[src/bvm_pkg.sv]
// ----------------------------------------------------------------------------
// bvm_pkg
// Types, widths and constants of the battery voltage monitor.
// ----------------------------------------------------------------------------
`default_nettype none

package bvm_pkg;

	// defaults of the top-level parameters
	localparam int SAMPLES_DEF  = 16;
	localparam int LOW_TRIP_DEF = 5;

	// field and state widths
	localparam int SMP_W   = 12;
	localparam int SUM_W   = 16;
	localparam int IDX_W   = 4;
	localparam int VOLT_W  = 9;
	localparam int BAR_W   = 5;
	localparam int LCNT_W  = 3;
	localparam int RATIO_W = 11;

	// serial arithmetic widths
	localparam int NUM_W  = 27;
	localparam int DEN_W  = 14;
	localparam int MUL_AW = 12;
	localparam int MUL_BW = 16;
	localparam int PROD_W = MUL_AW + MUL_BW;

	// arithmetic constants
	localparam logic [MUL_BW-1:0]  K_RATIO_SCALE = 16'd1000;
	localparam logic [MUL_BW-1:0]  K_VOLT_GAIN   = 16'd61348;
	localparam logic [MUL_BW-1:0]  K_BAR_SCALE   = 16'd27;
	localparam logic [DEN_W-1:0]   K_GAIN_DIV    = 14'd10000;
	localparam logic [DEN_W-1:0]   K_TEN         = 14'd10;
	localparam logic [DEN_W-1:0]   K_OFFSET      = 14'd3061;
	localparam logic [VOLT_W-1:0]  VOLT_MAX      = 9'd500;
	localparam logic [BAR_W-1:0]   BAR_FULL      = 5'd27;
	// any ratio at or above this already saturates the voltage
	localparam logic [RATIO_W-1:0] RATIO_MAX     = 11'd2047;

	// register reset values
	localparam logic [VOLT_W-1:0] LOW_RST  = 9'd330;
	localparam logic [VOLT_W-1:0] HIGH_RST = 9'd420;

	typedef enum logic [0:0] {
		REG_LOW_THRESHOLD  = 1'b0,
		REG_HIGH_THRESHOLD = 1'b1
	} reg_idx_t;

	typedef enum logic [3:0] {
		ST_ACC,
		ST_AVGB,
		ST_AVGR,
		ST_MULR,
		ST_DIVR,
		ST_MULS,
		ST_DIVS,
		ST_DIVV,
		ST_BAR,
		ST_MULB,
		ST_DIVB,
		ST_OUT
	} state_t;

	typedef struct packed {
		logic [SMP_W-1:0] battery_sample;
		logic [SMP_W-1:0] reference_sample;
	} sample_t;

	typedef struct packed {
		logic [VOLT_W-1:0] voltage;
		logic [BAR_W-1:0]  bar_level;
		logic              below_min;
		logic [LCNT_W-1:0] low_count;
		logic              power_down;
	} result_t;

	// status of a serial arithmetic unit
	typedef struct packed {
		logic busy;
		logic done;
	} unit_stat_t;

endpackage

`default_nettype wire

[src/bvm_div.sv]
// ----------------------------------------------------------------------------
// bvm_div
// Restoring divider, one quotient bit per cycle.
// ----------------------------------------------------------------------------
`default_nettype none

module bvm_div (
	input  wire logic                       clk,
	input  wire logic                       arst_n,
	input  wire logic                       start,
	input  wire logic [bvm_pkg::NUM_W-1:0]  num,
	input  wire logic [bvm_pkg::DEN_W-1:0]  den,
	output bvm_pkg::unit_stat_t             stat,
	output logic      [bvm_pkg::NUM_W-1:0]  quo
);
	localparam int CW = $clog2(bvm_pkg::NUM_W);

	logic                        busy_q;
	logic                        done_q;
	logic [CW-1:0]               cnt_q;
	logic [bvm_pkg::NUM_W-1:0]   quo_q;
	logic [bvm_pkg::DEN_W-1:0]   rem_q;

	logic [bvm_pkg::DEN_W:0]     trial;
	logic [bvm_pkg::DEN_W:0]     diff;
	logic                        fits;

	// one restoring step: bring down the next bit, subtract if it fits
	always_comb begin
		trial = {rem_q, quo_q[bvm_pkg::NUM_W-1]};
		diff  = trial - {1'b0, den};
		fits  = (trial >= {1'b0, den});
	end

	// step counter and handshake
	always_ff @(posedge clk or negedge arst_n) begin
		if (!arst_n) begin
			busy_q <= 1'b0;
			done_q <= 1'b0;
			cnt_q  <= '0;
		end else begin
			done_q <= 1'b0;
			if (start) begin
				busy_q <= 1'b1;
				cnt_q  <= CW'(bvm_pkg::NUM_W - 1);
			end else if (busy_q) begin
				if (cnt_q == '0) begin
					busy_q <= 1'b0;
					done_q <= 1'b1;
				end else begin
					cnt_q <= cnt_q - 1'b1;
				end
			end
		end
	end

	// quotient and remainder shift registers
	always_ff @(posedge clk) begin
		if (start) begin
			quo_q <= num;
			rem_q <= '0;
		end else if (busy_q) begin
			quo_q <= {quo_q[bvm_pkg::NUM_W-2:0], fits};
			rem_q <= fits ? diff[bvm_pkg::DEN_W-1:0] : trial[bvm_pkg::DEN_W-1:0];
		end
	end

	assign stat.busy = busy_q;
	assign stat.done = done_q;
	assign quo       = quo_q;
endmodule

`default_nettype wire

[config.mk]
export PLATFORM = sky130hd
export DESIGN_NAME = bvm_div
export DESIGN_NICKNAME = d
export VERILOG_FILES = /design/src/bvm_pkg.sv /design/src/bvm_div.sv
export SDC_FILE = /design/constraint.sdc
export NUM_CORES = 1
export LEC_CHECK = 0
export BUFFER_PORTS_ARGS = -buffer_cell sky130_fd_sc_hd__buf_2
export CAP_MARGIN = 20
export CELL_PAD_IN_SITES_DETAIL_PLACEMENT = 1
export CELL_PAD_IN_SITES_GLOBAL_PLACEMENT = 2
export CORE_UTILIZATION = 30
export DETAILED_ROUTE_END_ITERATION = 8
export GPL_TIMING_DRIVEN = 0
export PLACE_DENSITY = 0.74
export RECOVER_POWER = 50
export SKIP_LAST_GASP = 1
export SYNTH_ARGS = -nofsm -noshare
export SYNTH_HDL_FRONTEND = slang
export SYNTH_SLANG_ARGS = --single-unit
[constraint.sdc]
create_clock -name clk -period 4.4 [get_ports clk]
set_input_delay 0.44 -clock clk [delete_from_list [all_inputs] [get_ports clk]]
set_output_delay 0.44 -clock clk [all_outputs]
set_load 0.01 [all_outputs]
# Yosys cells after proc, flatten, opt, wreduce, memory -nomap -nowiden
# Cells that the tools add are included.
# totals
regBits	48
output_inout_bits	29
elab_cells	24
in_bits	44
# op_classes
mux	12
addsub	2
reduce_logical	3
n_eq_ne	1
order_cmp	1
# ops
operator	count
$mux 27	2
$ge 15x14->1	1
$mux 5	3
$mux 14	1
$sub 14x14->14	1
$mux 1	6
$logic_not 5->1	1
$sub 5x1->5 const B	1
$ne 2x2->1 const B	1
$reduce_and 2->1	1
$reduce_bool 2->1	1

# Depth between registers and ports, before layout
# depth
ltp_word	4
depth_mapped	10

# Least setup slack after synthesis
# No wires, ideal clock.
# synth_timing
path_kind	input-to-reg
from	in den[1] (netlist name)
to	reg rem_q[13] (netlist name)
arrival_ps	2286
path_stages	9
setup_slack_ps	1984
setup_ps	130
cell_sequence	inv_1 > ha_1 > nor2b_4 > o211ai_1 > a31o_2 > a31oi_2 > mux2_2 > a2111oi_0 > o31ai_1
# synth_via
elab_chain_len	2
elab_cells_between_ends	3
cone_classes	add/sub (1); order compare (1); mux (1)
# synth_lines
element	line_no	text
from (decl)	bvm_div.sv:12	input wire logic [bvm_pkg::DEN_W-1:0] den,
$sub 14x14->14 / $ge 15x14->1 (equally long branches)	bvm_div.sv:31, bvm_div.sv:32	
$mux 14 *	bvm_div.sv:64	rem_q <= fits ? diff[bvm_pkg::DEN_W-1:0] : trial[bvm_pkg::DEN_W-1:0];
to (signal assigned)	bvm_div.sv:64	
to (decl)	bvm_div.sv:22	logic [bvm_pkg::DEN_W-1:0] rem_q;
# Every way passes the cells marked *; elsewhere a longest branch is shown, timed or not.
# A chain may end at the register's enable or synchronous reset.

# Final worst setup path
# layout_timing
from	reg quo_q, in the netlist quo[26]
to	reg rem_q[13] (netlist name)
# layout_via
elab_chain_len	2
elab_cells_between_ends	3
cone_classes	add/sub (1); order compare (1); mux (1)
# layout_lines
element	line_no	text
from (decl)	bvm_div.sv:21	logic [bvm_pkg::NUM_W-1:0] quo_q;
from (signal assigned)	bvm_div.sv:60	quo_q <= num;
from (signal assigned)	bvm_div.sv:63	quo_q <= {quo_q[bvm_pkg::NUM_W-2:0], fits};
$sub 14x14->14 / $ge 15x14->1 (equally long branches)	bvm_div.sv:31, bvm_div.sv:32	
$mux 14 *	bvm_div.sv:64	
# Marks and branches as above.

==> impl.org <==
** Status
- Status :: finished, final reports clean

** Logic synthesis
- Of the post-synthesis cell area, the dominant cell type holds 0.2901.
- The mapped netlist covers 2795 um2.
- Warning count from the yosys run :: 0
- Of the total synthesized cell area, the portion taken by XOR and XNOR cells is 0.03447.
- After synthesis, the largest family of logic cells by area is multiplexers.
- Of the post-synthesis cell area, the part taken by muxes is 0.1415.
- Synthesis produced a netlist whose cell count is 259.
- Of the total synthesized cell area, the portion taken by AND, OR, NAND and NOR gates is 0.1128.
- Yosys instantiated no cell more often than sky130_fd_sc_hd__mux2_2.
- Counting flops and latches in the post-synthesis netlist gives 48.
- Number of nets produced by synthesis :: 320
- Number of distinct standard cells referenced by the synthesized netlist :: 50
- Avg Cell Area, Syn :: 10.79 um2
- Counting flops with an async set or reset pin after synthesis yields a share of 0.1458.
- Fraction of the mapped netlist area in adder cells :: 0.07878
- The largest total area in the synthesized netlist belongs to sky130_fd_sc_hd__edfxtp_1.
- By count the netlist is led by sky130_fd_sc_hd__mux2_2 (28), sky130_fd_sc_hd__edfxtp_1 (27), sky130_fd_sc_hd__inv_1 (23).
- The fraction of the mapped netlist area in compound gates is 0.1307.
- Among all flip-flop cells after synthesis, the most frequent one is sky130_fd_sc_hd__edfxtp_1.
- Yosys attributes the largest share of cell area to sky130_fd_sc_hd__edfxtp_1 (29%), sky130_fd_sc_hd__mux2_2 (11%), sky130_fd_sc_hd__dfxtp_1 (10%).
- For this run, the register share of the synthesized area comes to 0.4530.
- The synthesized design contains 27 enable-type register cells.

** Power
- Summed over all nets, the switching power comes to 592.6 uW.
- Register share of total power :: 0.369
- Clock network fraction of total power :: 0.220
- IR Drop Worst-Case VDD :: 0.1939 mV
- Switching power as a share of total power :: 0.3452
- Summed over all cells, the static leakage comes to 1.505 nW.
- The share of total power dissipated in combinational logic is 0.411.
- The internal power of the cells totals 1.124 mW.
- For this design the ratio of total power to cell area is 501.7 nW/um2.

** Drt
- Overall via count from detail_route :: 2187
- For this block, the initial DRC count from the detailed router was 65.
- Number of iterations in the first detailed-routing pass :: 6
- After detailed routing, the number of remaining DRC violations is 0.
- After detailed routing, the average wire length per cell comes to 15.40 um.
- After detailed routing, the number of vias per cell comes to 4.871.
- Antenna violation net count after detailed routing :: 0
- Routed Wire Length :: 6.913 mm

** Finish
- Of the cells placed in the final design, the portion with a size suffix greater than 1 is 0.2669.
- Diode insertion count for antenna repair :: 0
- Relative to the synthesized area, the layout overhead comes to 22.43%.
- In the final design database the tool counted 401 nets.
- Counting the fill cells in the layout gives 1022.

** Setup path
- The setup check on the worst reg-to-reg path leaves a slack of 1.83 ns.
- Startpoint type of the worst setup path :: register
- Crit path DAT :: 2.76 ns
- CP Capture Type :: register
- Start-to-end type of the worst setup path :: register to register
- Along the worst path, the maximum fanout reaches 3.
- R2R depth :: 9
- The worst register-to-register path ends at rem_q[13].
- In this run the critical register-to-register path is launched from quo[26].
- For the worst setup path, the data required time is 4.59 ns.

** Die
- I/O Pins :: 73
- The floorplan step defined a die boundary enclosing 9707 um2.
- Floorplan Core Area :: 8891 um2
- The floorplan step set the die height to 98.53 um.
- Die X :: 98.53 um
- Number of rows in the core area :: 34
- Starting density of the core :: 0.3144

** CTS
- Clock latency on the worst-skew pair, taken at its later pin, is 0.30 ns.
- Total number of clock tree sinks :: 48
- Buffer type at the clock tree root :: sky130_fd_sc_hd__clkbuf_8
- Counting the buffers created by CTS gives 5.
- TritonCTS clock tree :: yes
- Clock transition at the register clock pins on the worst setup and hold paths after CTS :: 0.10 ns
- CTS-repair resized insts :: 0
- H-tree depth :: 2
- Maximum clock insertion buffer count :: 2
- The number of setup buffers added after CTS is 0.
- Buffers inserted to repair hold after CTS numbered 1.

** Timing
- Total negative slack :: 0 ns
- The clock arrives with 0.01535 ns of skew.
- Setup violations remaining at the end of the flow were counted as 0.
- Period utilization :: 0.5840
- For this run, the top clock speed supported by timing is 389.1 MHz.
- RSZ-0062 raised after global routing :: false
- Headroom to the max-slew limit came out at 0.5567.
- On the final layout, the worst hold slack is 0.4288 ns.
- The final count of pins violating max slew is 0.
- For the pin with the worst max-slew slack, the measured transition is 0.6624 ns.
- Fin crit period :: 2.570 ns
- Final Hold Viols :: 0

** Placed design
- Final HPWL DP :: 5.335 mm
- Last weighted congestion value of the routability-driven placer :: 0.7210
- Input and output buffers added on the ports amount to 72.

** Run
- Max-capacitance violation count :: 0

** GRT
- Summed over all layers, the global routing overflow is 0.
- Vias in the first global route :: 2286
- Largest net degree at the start of global routing :: 28
- Aggregate global-route resource usage :: 0.1489
- Global-route wire length before repair :: 11.43 mm
- The number of antenna violations at the first check in global routing came to 0.

** Worst hold path
- The path with the worst hold slack has its endpoint at quo[17].
- The min-delay analysis places its worst path in the category input port to register.
- Counting instances, the worst hold path has a depth of 2.
- Origin of the worst min-delay path :: num[17]
## placed cells by master, fill, tap and decap left out, types with 2 or more instances in the layout
| master | instances |
|---|---|
| sky130_fd_sc_hd__nor3_1 | 7 |
| sky130_fd_sc_hd__nand4_1 | 2 |
| sky130_fd_sc_hd__clkbuf_8 | 5 |
| sky130_fd_sc_hd__clkbuf_1 | 35 |
| sky130_fd_sc_hd__o211ai_1 | 2 |
| sky130_fd_sc_hd__mux2_2 | 27 |
| sky130_fd_sc_hd__xnor2_1 | 5 |
| sky130_fd_sc_hd__a211oi_1 | 8 |
| sky130_fd_sc_hd__edfxtp_1 | 27 |
| sky130_fd_sc_hd__or2_2 | 3 |
| sky130_fd_sc_hd__nor2_1 | 20 |
| sky130_fd_sc_hd__a22oi_1 | 2 |
| sky130_fd_sc_hd__buf_1 | 2 |
| sky130_fd_sc_hd__dfrtp_1 | 7 |
| sky130_fd_sc_hd__inv_1 | 23 |
| sky130_fd_sc_hd__o21ai_0 | 11 |
| sky130_fd_sc_hd__ha_1 | 16 |
| sky130_fd_sc_hd__and3_1 | 3 |
| sky130_fd_sc_hd__nand2_1 | 17 |
| sky130_fd_sc_hd__dfxtp_1 | 14 |
| sky130_fd_sc_hd__xor2_1 | 6 |
| sky130_fd_sc_hd__a21oi_1 | 12 |
| sky130_fd_sc_hd__nor2b_1 | 4 |
| sky130_fd_sc_hd__bufinv_16 | 2 |
| sky130_fd_sc_hd__buf_2 | 42 |
| sky130_fd_sc_hd__mux2i_1 | 8 |
| sky130_fd_sc_hd__a2111oi_0 | 2 |
## worst max-delay path, cell delays in order (launching register included)
cell and delay, ns:
sky130_fd_sc_hd__edfxtp_1 0.40, sky130_fd_sc_hd__inv_1 0.06, sky130_fd_sc_hd__ha_1 0.24, sky130_fd_sc_hd__nor2b_4 0.13
sky130_fd_sc_hd__o211ai_1 0.12, sky130_fd_sc_hd__a31o_2 0.28, sky130_fd_sc_hd__a31oi_2 0.33, sky130_fd_sc_hd__mux2_2 0.37
sky130_fd_sc_hd__a2111oi_0 0.39, sky130_fd_sc_hd__o31ai_1 0.13
## power groups by stage
| stage | Clock [mW] | Combinational (mW) | Sequential (mW) |
|---|---|---|---|
| final | 0.378 | 0.705 | 0.634 |
| after global routing | 0.403 | 0.788 | 0.647 |
| after CTS | 0.388 | 0.720 | 0.634 |
| after detailed placement | 0 | 0.712 | 0.644 |
| after global placement | 0 | 0.707 | 0.641 |
| after floorplan | 0 | 0.527 | 0.641 |
## metrics by stage
stage          instance area (um2)  utilization  std cells  power (mW)  worst slack [ns]
2_1_floorplan                 2795            -        259       1.168             1.984
3_3_place_gp                  3291       0.3701        439       1.348             1.617
3_5_place_dp                  3291       0.3701        439       1.356             1.607
4_1_cts                       3433       0.3862        448       1.742             1.818
5_1_grt                       3422       0.3849        449       1.838             1.697
6_report                      3422       0.3849        449       1.717             1.830
## flip-flops by register name (all words and copies together), names as in the netlist
name	cells
busy_q	1
cnt_q	5
done_q	1
quo	27
rem_q	14
## metal layers
metal  routed length [um]  global-route usage
met1                 3260              0.1945
met2                 3453              0.2573
met3                  137             0.02340
met4                   62             0.03789
met5                    0                   0
## how the worst max path moves through the flow
stage / start / to / slack [ns] / depth (start not counted)
floorplan: den[1] / rem_q[13] / 1.98 / 9
global placement: den[1] / rem_q[13] / 1.62 / 10
detailed placement: den[1] / rem_q[13] / 1.61 / 10
CTS: quo[26] / rem_q[13] / 1.82 / 9
global route: quo[26] / rem_q[13] / 1.70 / 9
finish: quo[26] / rem_q[13] / 1.83 / 9
## cell type report
type,instances,area [um2],area share
multi-input cells,179,1393,0.4069
flip-flops and latches,48,1266,0.3700
repair buffers,74,360.3,0.1053
well taps,108,135.1,0.03949
inverters,23,86.33,0.02523
clock buffers,6,72.57,0.02121
clock inverters,2,60.06,0.01755
plain buffers,9,48.80,0.01426
## logic make-up (layout without fill, tap and decap cells)
family                     after synthesis  in the layout
and+or+nand+nor                         64             64
AOI/OAI and AO/OA                       51             51
DFF                                     48             48
muxes                                   36             36
buffers and inverters                   32            114
adders and majority gates               17             17
xor gates and xnor gates                11             11
No activity file was read; power rests on OpenSTA's default activity.
