**config.mk**
```make
export PLATFORM = sky130hd
export DESIGN_NAME = bvm_mul
export DESIGN_NICKNAME = d
export VERILOG_FILES = /design/src/bvm_pkg.sv /design/src/bvm_mul.sv
export SDC_FILE = /design/constraint.sdc
export NUM_CORES = 1
export LEC_CHECK = 0
export BUFFER_PORTS_ARGS = -buffer_cell sky130_fd_sc_hd__buf_2
export CORE_MARGIN = 1.5
export CORE_UTILIZATION = 44
export DETAILED_ROUTE_END_ITERATION = 7
export PLACE_DENSITY = 0.7
export RECOVER_POWER = 100
export SETUP_SLACK_MARGIN = 0.3
export SLEW_MARGIN = 20
export SYNTH_ARGS = -nofsm -noshare
export SYNTH_HDL_FRONTEND = slang
export SYNTH_SLANG_ARGS = --single-unit
```
**constraint.sdc**
```tcl
create_clock -name clk -period 2.4 [get_ports clk]
set_input_delay 0.12 -clock clk [delete_from_list [all_inputs] [get_ports clk]]
set_output_delay 0.12 -clock clk [all_outputs]
set_load 0.1 [all_outputs]
```
**src/bvm_pkg.sv**
```systemverilog
// ----------------------------------------------------------------------------
// bvm_pkg
// Types, widths and constants of the battery voltage monitor.
// ----------------------------------------------------------------------------
`default_nettype none

package bvm_pkg;

	// defaults of the top-level parameters
	localparam int SAMPLES_DEF  = 16;
	localparam int LOW_TRIP_DEF = 5;

	// field and state widths
	localparam int SMP_W   = 12;
	localparam int SUM_W   = 16;
	localparam int IDX_W   = 4;
	localparam int VOLT_W  = 9;
	localparam int BAR_W   = 5;
	localparam int LCNT_W  = 3;
	localparam int RATIO_W = 11;

	// serial arithmetic widths
	localparam int NUM_W  = 27;
	localparam int DEN_W  = 14;
	localparam int MUL_AW = 12;
	localparam int MUL_BW = 16;
	localparam int PROD_W = MUL_AW + MUL_BW;

	// arithmetic constants
	localparam logic [MUL_BW-1:0]  K_RATIO_SCALE = 16'd1000;
	localparam logic [MUL_BW-1:0]  K_VOLT_GAIN   = 16'd61348;
	localparam logic [MUL_BW-1:0]  K_BAR_SCALE   = 16'd27;
	localparam logic [DEN_W-1:0]   K_GAIN_DIV    = 14'd10000;
	localparam logic [DEN_W-1:0]   K_TEN         = 14'd10;
	localparam logic [DEN_W-1:0]   K_OFFSET      = 14'd3061;
	localparam logic [VOLT_W-1:0]  VOLT_MAX      = 9'd500;
	localparam logic [BAR_W-1:0]   BAR_FULL      = 5'd27;
	// any ratio at or above this already saturates the voltage
	localparam logic [RATIO_W-1:0] RATIO_MAX     = 11'd2047;

	// register reset values
	localparam logic [VOLT_W-1:0] LOW_RST  = 9'd330;
	localparam logic [VOLT_W-1:0] HIGH_RST = 9'd420;

	typedef enum logic [0:0] {
		REG_LOW_THRESHOLD  = 1'b0,
		REG_HIGH_THRESHOLD = 1'b1
	} reg_idx_t;

	typedef enum logic [3:0] {
		ST_ACC,
		ST_AVGB,
		ST_AVGR,
		ST_MULR,
		ST_DIVR,
		ST_MULS,
		ST_DIVS,
		ST_DIVV,
		ST_BAR,
		ST_MULB,
		ST_DIVB,
		ST_OUT
	} state_t;

	typedef struct packed {
		logic [SMP_W-1:0] battery_sample;
		logic [SMP_W-1:0] reference_sample;
	} sample_t;

	typedef struct packed {
		logic [VOLT_W-1:0] voltage;
		logic [BAR_W-1:0]  bar_level;
		logic              below_min;
		logic [LCNT_W-1:0] low_count;
		logic              power_down;
	} result_t;

	// status of a serial arithmetic unit
	typedef struct packed {
		logic busy;
		logic done;
	} unit_stat_t;

endpackage

`default_nettype wire

```
**src/bvm_mul.sv**
```systemverilog
// ----------------------------------------------------------------------------
// bvm_mul
// Shift-add multiplier, one multiplier bit per cycle.
// ----------------------------------------------------------------------------
`default_nettype none

module bvm_mul (
	input  wire logic                        clk,
	input  wire logic                        arst_n,
	input  wire logic                        start,
	input  wire logic [bvm_pkg::MUL_AW-1:0]  a,
	input  wire logic [bvm_pkg::MUL_BW-1:0]  b,
	output bvm_pkg::unit_stat_t              stat,
	output logic      [bvm_pkg::PROD_W-1:0]  prod
);
	localparam int CW = $clog2(bvm_pkg::MUL_BW);

	logic                        busy_q;
	logic                        done_q;
	logic [CW-1:0]               cnt_q;
	logic [bvm_pkg::PROD_W-1:0]  mcand_q;
	logic [bvm_pkg::MUL_BW-1:0]  mplier_q;
	logic [bvm_pkg::PROD_W-1:0]  acc_q;

	// step counter and handshake
	always_ff @(posedge clk or negedge arst_n) begin
		if (!arst_n) begin
			busy_q <= 1'b0;
			done_q <= 1'b0;
			cnt_q  <= '0;
		end else begin
			done_q <= 1'b0;
			if (start) begin
				busy_q <= 1'b1;
				cnt_q  <= CW'(bvm_pkg::MUL_BW - 1);
			end else if (busy_q) begin
				if (cnt_q == '0) begin
					busy_q <= 1'b0;
					done_q <= 1'b1;
				end else begin
					cnt_q <= cnt_q - 1'b1;
				end
			end
		end
	end

	// multiplier bits shift out low first, multiplicand shifts up
	always_ff @(posedge clk) begin
		if (start) begin
			mcand_q  <= bvm_pkg::PROD_W'(a);
			mplier_q <= b;
			acc_q    <= '0;
		end else if (busy_q) begin
			mcand_q  <= {mcand_q[bvm_pkg::PROD_W-2:0], 1'b0};
			mplier_q <= {1'b0, mplier_q[bvm_pkg::MUL_BW-1:1]};
			if (mplier_q[0]) begin
				acc_q <= acc_q + mcand_q;
			end
		end
	end

	assign stat.busy = busy_q;
	assign stat.done = done_q;
	assign prod      = acc_q;
endmodule

`default_nettype wire
```
# Yosys cells after proc, flatten, opt, wreduce, memory -nomap -nowiden

Cells that the tools add are included.

Register bits: 78
Output and inout bits: 30
Word-level logic and storage cells: 27

Add/subtract/negate cells: 2
Equal/unequal tests: 1
Mux-type cells: 13
Reduce and logical (&&, ||, !) cells: 4

Operators by type and width:

| cell                  | count |
|---|---|
| $mux W16              | 2 |
| $add A28 B28 Y28      | 1 |
| $mux W12              | 2 |
| $mux W4               | 3 |
| $mux W1               | 6 |
| $logic_not A4 Y1      | 1 |
| $reduce_and A2 Y1     | 2 |
| $sub A4 B1 Y4 const B | 1 |
| $ne A2 B2 Y1 const B  | 1 |
| $reduce_bool A2 Y1    | 1 |

# Logic depth before layout (Yosys ltp)

Gate-level depths: netlist of the first run.

Word-level depth: 4
Gate-level depth with buffers: 11

# Worst setup path before layout of the first run

No wires, ideal clock.

Path type: reg-to-reg
Start: register acc_q, in the netlist prod[8]
End: register acc_q, in the netlist prod[27]
Setup time: 0.121 ns
Data arrival time: 2.924 ns
Data required time: 2.279 ns
Slack: -0.646 ns
Cell stages (with the launch flop): 12
Buffers on the path: 1
Clock period less this slack: 3.046 ns
Cells stage by stage: dfxtp_1 ha_1 clkbuf_1 a21o_1 a211oi_1 o21ai_0 nand4b_1 nand3_2 a31oi_2 o21ai_0 nand3b_1 mux2_4

Longest elaborated chain between the ends: 1

RTL lines:

| item                     | RTL line      | source |
|---|---|---|
| start: declaration       | bvm_mul.sv:23 | `logic [bvm_pkg::PROD_W-1:0] acc_q;` |
| start signal: assignment | bvm_mul.sv:57 | `acc_q <= acc_q + mcand_q;` |
| $add A28 B28 Y28         | bvm_mul.sv:57 |  |

No other way between the ends.
A chain may end at the register's enable or synchronous reset.

# Final worst setup path of the first run

Start: register mcand_q[0] in the netlist's numbering
End: register acc_q, in the netlist prod[26]

Longest elaborated chain between the ends: 1

RTL lines:

| item                     | RTL line      | source |
|---|---|---|
| start: declaration       | bvm_mul.sv:21 | `logic [bvm_pkg::PROD_W-1:0] mcand_q;` |
| start signal: assignment | bvm_mul.sv:50 | `mcand_q <= bvm_pkg::PROD_W'(a);` |
| start signal: assignment | bvm_mul.sv:54 | `mcand_q <= {mcand_q[bvm_pkg::PROD_W-2:0], 1'b0};` |
| $add A28 B28 Y28         | bvm_mul.sv:57 |  |

No other way between the ends.

==> impl_metrics.toml, run 1 <==
[detailed_routing]
wl_per_cell_um = 14.8
vias = 3606
drt-vias-per-instance = 5.28
dr.pass1.iters = 6
drc = 0
postRouteAntennaNets = 0
drt-initial-drc-count = 155
routed_wirelength_mm = 10.1

[worst_setup_path]
cp.required_ps = 2650
critical-path-slowest-cell = "edfxtp_1"
r2r-end = "prod[26]$_SDFFE_PP0P_"
critPathMaxFanout = 4
cp.depth = 11
end_kind = "flop"
start_kind = "flop"
critical_path.cell_chain = "ha_4, fa_2, a21o_1, a21boi_2, o21ai_2, a211o_1, a21oi_4, nor4_1, nor3_1, or4_1, nand3_1"
worst-setup-path-type = "reg -> reg"
rrSetupSlack_ps = -110
rr_startpoint = "mcand_q[0]$_SDFFCE_PN0P_"
max_stage_delay_ps = 430
reg2reg_depth = 11
path_delay_family = "compound AO/OA/AOI/OAI gates"
arrival_ps = 2760
worst-path-buf-inv = 0

[sta]
relSlewSlack_pct = 19.2
skew_ps = 15.9
finalCritPeriodShare_pct = 104
finalCriticalPeriod_ps = 2510
rsz0062_at_grt = "yes"
fin_ws_ps = -106
finalHoldViolCount = 0
maxSlewViolCount = 0
worst_pin_slew_ps = 1220
fmax_mhz = 399
setup_viol = 8
fin_tns_setup_ps = -455

[floorplan]
io_pins = 61
die_x_um = 103
rows = 36
initial_core_util_pct = 45.4
core_area_um2 = 9770
die-area_um2 = 10700
die_h_um = 103

[grt]
first_global_vias = 3412
grt_max_degree = 29
antenna_found_initial = 0
gr-total-overflow = 0
gr-usage-all-layers_pct = 20.4
grt_pass1_wl_mm = 16.6

[min_path]
worst_hold_startpoint = "b[15]"
hold_path_class = "in -> reg"
holdPathEnd = "mplier_q[15]$_SDFFCE_PN0P_"
whs_path_depth = 2

[pwr]
powerDensity_nw_per_um2 = 689
switchingPower_w = 0.00149
total_power_w = 0.00394
vdd_drop_max_uv = 531
leakage_nw = 2.41
clkPwrFrac_pct = 21.8
switching_share_pct = 37.8
seqPwrFrac_pct = 40.3
p_int_w = 0.00245
pwr-share-comb_pct = 37.9

[yosys]
async_flop_share_pct = 7.69
synth-seq-area-share_pct = 42.2
ys.flop_type = "dfxtp_1"
synth_top_area_share_pct = 19.9
synth.area.top_cells = "dfxtp_1 20%, edfxtp_1 19%, ha_1 7.9%"
synth.distinct_cells = 59
yosysWarnings = 0
ys_ff_latch = 78
synthCells = 453
avgSynthCellArea_um2 = 9.79
synth_edf_count = 28
post-synth-top-area-cell = "dfxtp_1"
syn_nets = 513
syn_area_um2 = 4440

[cts]
cts-root-buf = "clkbuf_8"
cts_tree = "built"
clkSlewWorstSetupHoldPaths_ps = 80
ctsLongestPathBuffers = 2
clkLatencyLatePin_ps = 370
htreeDepth = 3
cts.sink_count = 78
numCtsBuffers = 9

[placement]
dpl.hpwl_mm = 7.15
place_congestion = 0.944
io_buffers = 60
placed_cell_area_um2 = 5270

[run_status]
violations = "negative setup slack"
status = "finished, violations left"

[job]
drv_cap = 0

[cells_and_area]
areaGrowthSynthToFinish_pct = 28.8
drive_gt1_share_pct = 36.4
final_common_cell = "nand2_1"
final_area_um2 = 5710
nets = 605
mostFrequentLayoutCells = "56 x nand2_1, 34 x clkbuf_1, 33 x buf_4"
insertedDiodeCount = 0
[flip-flops by register name (all words and copies together), names as in the netlist]
signal and count:
cnt_q 4, prod 28, mcand_q 28, done_q 1, mplier_q 16, busy_q 1
[cell type report]
cell class	count	area, um2
repair buffers	105	653
flip-flops and latches	78	1950
clock inverters	5	28.8
fillers	849	4060
inverters	11	41.3
clock buffers	11	131
multi-input cells	340	2740
well taps	133	166
[worst register-to-register path, delay by kind of cell (launching register included)]
family / cells / cell delay [ps]
adders and majority gates: 2 / 530
and+or+nand+nor: 4 / 460
AOI/OAI and AO/OA: 5 / 960
DFF: 1 / 430
[through the flow]
stage | instances | utilization (%) | hold slack, ps | setup slack, ps
3_5_place_dp | 648 | 53.9 | -45.7 | -112
3_3_place_gp | 648 | 53.9 | -53.5 | -90.7
4_1_cts | 674 | 57.1 | 16.4 | -93.6
2_1_floorplan | 453 | - | -176 | -32.0
6_report | 683 | 58.4 | 28.0 | -106
5_1_grt | 683 | 58.4 | 28.9 | -250
[layer usage]
layer	up-vias	GRT usage [%]	routed length (um)
li1	1821	-	-
met2	77	32.7	4830
met5	-	0	0
met1	1690	26.9	4650
met3	18	3.63	428
met4	0	9.46	183
[logic make-up after synthesis]
| kind of cell | count (synthesis) | share of synthesized area [%] |
|---|---|---|
| xor gates and xnor gates | 22 | 4.34 |
| muxes | 45 | 11.0 |
| adders and majority gates | 29 | 8.35 |
| and+or+nand+nor | 148 | 15.7 |
| DFF | 78 | 42.2 |
| buffers and inverters | 35 | 3.30 |
| AOI/OAI and AO/OA | 96 | 15.1 |
[how the worst max path moves through the flow]
stage | startpoint | to | slack, ps
2_1_floorplan | prod[17]$_SDFFE_PP0P_ | prod[27]$_SDFFE_PP0P_ | -30
3_3_place_gp | mcand_q[0]$_SDFFCE_PN0P_ | prod[26]$_SDFFE_PP0P_ | -90
3_5_place_dp | mcand_q[0]$_SDFFCE_PN0P_ | prod[26]$_SDFFE_PP0P_ | -110
4_1_cts | mcand_q[0]$_SDFFCE_PN0P_ | prod[26]$_SDFFE_PP0P_ | -90
5_1_grt | mcand_q[0]$_SDFFCE_PN0P_ | prod[26]$_SDFFE_PP0P_ | -250
6_report | mcand_q[0]$_SDFFCE_PN0P_ | prod[26]$_SDFFE_PP0P_ | -110
[power by group through the flow]
| stage | combinational, W | clock [W] | sequential, W |
|---|---|---|---|
| after floorplan | 0.000653 | 0 | 0.00197 |
| after global placement | 0.00127 | 0 | 0.00161 |
| after detailed placement | 0.00129 | 0 | 0.00161 |
| after CTS | 0.00142 | 0.000880 | 0.00159 |
| after global routing | 0.00160 | 0.000933 | 0.00160 |
| final | 0.00149 | 0.000858 | 0.00159 |
[synthesized netlist by cell type (all sizes together), types with 2 or more instances]
cell / count
nor2b: 6
o41ai: 2
nand4: 2
dfrtp: 6
xor2: 6
o21bai: 3
ha: 28
clkbuf: 15
nand3: 8
or3: 3
and2: 7
a211oi: 7
o211ai: 3
a21boi: 2
a211o: 4
buf: 9
o21ai: 9
nor3: 11
dfxtp: 44
a21oi: 44
nand2: 58
nor4b: 2
a31oi: 8
nor4: 5
xnor2: 16
a21o: 9
or2: 3
inv: 11
and3: 5
mux2: 27
nor2: 33
edfxtp: 28
mux2i: 18
[timing repair]
item | CTS | global route
hold buffers | 1 | 0
hold endpoints to repair | 6 | 0
resized for setup | 16 | 26
setup endpoints to repair | 20 | 21
pin swaps | 21 | 24
buffers inserted | 9 | 9
Note: power is estimated with default switching activity, not from simulation.
==> run 2: changes to the inputs <==
--- a/config.mk
+++ b/config.mk
@@ -7,9 +7,9 @@
 export LEC_CHECK = 0
 export BUFFER_PORTS_ARGS = -buffer_cell sky130_fd_sc_hd__buf_2
 export CORE_MARGIN = 1.5
-export CORE_UTILIZATION = 44
+export CORE_UTILIZATION = 52
 export DETAILED_ROUTE_END_ITERATION = 7
-export PLACE_DENSITY = 0.7
+export PLACE_DENSITY = 0.8
 export RECOVER_POWER = 100
 export SETUP_SLACK_MARGIN = 0.3
 export SLEW_MARGIN = 20
==> run 2 against run 1 <==
Against the previous run:
- the run still ends with negative setup slack left
- fmax decreased by 3.4%
- total power rose by 3.8%
- die area shrank 15%
- first-iteration DRC count rose by 23%
- wire length up 7.6%
- highest routed layer unchanged
- non-clock buffer count is 5 lower
- critical endpoint is now prod[22]$_SDFFE_PP0P_
- cell count shrank 4.8%
- sequential power is essentially flat
- clock skew shrank 9.9 ps
- critical path type unchanged
- flip-flop and latch count stayed put
- clock power rose by 18%
- critical path depth grew 1
==> impl_metrics.toml, run 2 (synthesis results as in run 1) <==
[pwr]
p_int_w = 0.00254
pwr-share-comb_pct = 36.3
clkPwrFrac_pct = 24.8
switching_share_pct = 37.8
leakage_nw = 2.37
switchingPower_w = 0.00155
vdd_drop_max_uv = 562
seqPwrFrac_pct = 38.9
powerDensity_nw_per_um2 = 717

[grt]
gr-usage-all-layers_pct = 25.3
gr-total-overflow = 0
grt_max_degree = 31
antenna_found_initial = 0
grt_pass1_wl_mm = 17.8
first_global_vias = 3850

[cells_and_area]
nets = 600
multi_input_area_um2 = 2800
final_common_cell = "nand2_1"
drive_gt1_share_pct = 36.7
fillers = 615
areaGrowthSynthToFinish_pct = 28.6
seq_area_um2 = 1960
mostFrequentLayoutCells = "58 x nand2_1, 34 x clkbuf_1, 32 x nor2_1"
final_area_um2 = 5700
finish.utilization_pct = 69.1
insertedDiodeCount = 0

[cts]
ctsLongestPathBuffers = 2
numCtsBuffers = 9
htreeDepth = 3
cts_tree = "built"
cts-root-buf = "clkbuf_8"
cts.sink_count = 78
clkSlewWorstSetupHoldPaths_ps = 80
clkLatencyLatePin_ps = 360

[floorplan]
core_area_um2 = 8260
die_h_um = 95.4
rows = 33
die_x_um = 95.4
initial_core_util_pct = 53.7
io_pins = 61
die-area_um2 = 9090

[worst_setup_path]
crit_top_cell = "o21ai_2"
rrSetupSlack_ps = -190
critical_path.cell_chain = "ha_4, fa_2, a21o_1, a21boi_2, o21ai_2, a211o_1, a21oi_4, buf_4, o21ai_2, xnor2_1, nand2_1, a21oi_1"
start_kind = "flop"
end_kind = "flop"
max_stage_delay_ps = 450
reg2reg_depth = 12
worst-setup-path-type = "reg -> reg"
critical-path-slowest-cell = "edfxtp_1"
cp.required_ps = 2690
crit_start = "mcand_q[0]$_SDFFCE_PN0P_"
arrival_ps = 2880
critPathMaxFanout = 4
r2r-end = "prod[22]$_SDFFE_PP0P_"
rr_startpoint = "mcand_q[0]$_SDFFCE_PN0P_"

[placement]
dpl.hpwl_mm = 7.33
pre_cts_ws_ps = -201
io_buffers = 60
placed_cell_area_um2 = 5170
place_congestion = 0.962

[sta]
finalHoldViolCount = 0
rsz0062_at_grt = "yes"
worst_pin_slew_ps = 1430
relSlewSlack_pct = 5.00
finalCriticalPeriod_ps = 2590
fmax_mhz = 386
maxSlewViolCount = 0
finalCritPeriodShare_pct = 108
setup_viol = 13
fin_ws_ps = -194
skew_ps = 5.99

[detailed_routing]
postRouteAntennaNets = 0
routed_wirelength_mm = 10.9
wl_per_cell_um = 16.7
drt-vias-per-instance = 5.74
drc = 0
dr.pass1.iters = 5
vias = 3734
drt-initial-drc-count = 190

[run_status]
status = "finished, violations left"
violations = "negative setup slack"

[min_path]
holdPathEnd = "mplier_q[15]$_SDFFCE_PN0P_"
worst_hold_startpoint = "b[15]"
hold_path_class = "in -> reg"
whs_path_depth = 2

[job]
drv_cap = 0
-- run 2: cell types whose count changed in the layout (fill, tap and decap cells not counted), sizes merged --
cell / change
bufinv: +1
buf: -6
inv: +2
clkinv: -3
clkinvlp: +1
-- run 2: metrics by stage --
step	total power [W]	setup TNS, ps	instances	hold slack [ps]
6_report	0.00409	-1400	650	43.3
2_1_floorplan	0.00262	-36.8	453	-176
5_1_grt	0.00425	-3440	650	55.6
4_1_cts	0.00398	-696	641	31.3
3_5_place_dp	0.00289	-605	616	-51.9
3_3_place_gp	0.00286	-130	616	-54.7
-- run 2: what timing repair did --
action | 4_1_cts | 5_1_grt
setup buffers | 8 | 9
hold buffers | 1 | 0
pin swaps | 26 | 30
endpoints found under the hold margin | 6 | 0
resized for setup | 18 | 29
endpoints found under the setup margin | 20 | 21
-- run 2: how the worst max path moves through the flow --
stage               depth (start not counted)                     to  slack (ps)
floorplan                                  10  prod[27]$_SDFFE_PP0P_         -30
global placement                           11  prod[26]$_SDFFE_PP0P_         -90
detailed placement                         11  prod[26]$_SDFFE_PP0P_        -200
CTS                                        11  prod[26]$_SDFFE_PP0P_        -140
global route                               12  prod[22]$_SDFFE_PP0P_        -310
finish                                     12  prod[22]$_SDFFE_PP0P_        -190
-- run 2: layout make-up --
cell class / instances / area share, %
multi-input cells: 340 / 49.1
inverters: 11 / 0.724
well taps: 105 / 2.30
clock inverters: 6 / 1.23
repair buffers: 100 / 10.1
flip-flops and latches: 78 / 34.3
clock buffers: 10 / 2.24
-- run 2: power groups by stage --
| stage | registers (W) | logic (W) | clock network [W] |
|---|---|---|---|
| global placement | 0.00161 | 0.00125 | 0 |
| floorplan | 0.00197 | 0.000653 | 0 |
| detailed placement | 0.00161 | 0.00128 | 0 |
| global route | 0.00160 | 0.00157 | 0.00108 |
| CTS | 0.00159 | 0.00136 | 0.00103 |
| finish | 0.00159 | 0.00148 | 0.00101 |
-- run 2: critical path, delay by kind of cell, from the launching register on --
family | cells | cell delay (ps)
AO/OA/AOI/OAI | 7 | 1170
XOR/XNOR | 1 | 150
adder cells (fa/ha/maj) | 2 | 550
buffers and inverters | 1 | 140
flip-flops | 1 | 450
AND/OR/NAND/NOR | 1 | 70
-- run 2: per-layer routing --
metal  GRT usage, %  part of all wire [%]  up-vias
li1               -                     -     1794
met1           31.3                    43     1806
met2           42.3                    50      111
met3           3.99                   4.4       23
met4           12.9                   2.6        0
met5              0                     0        -
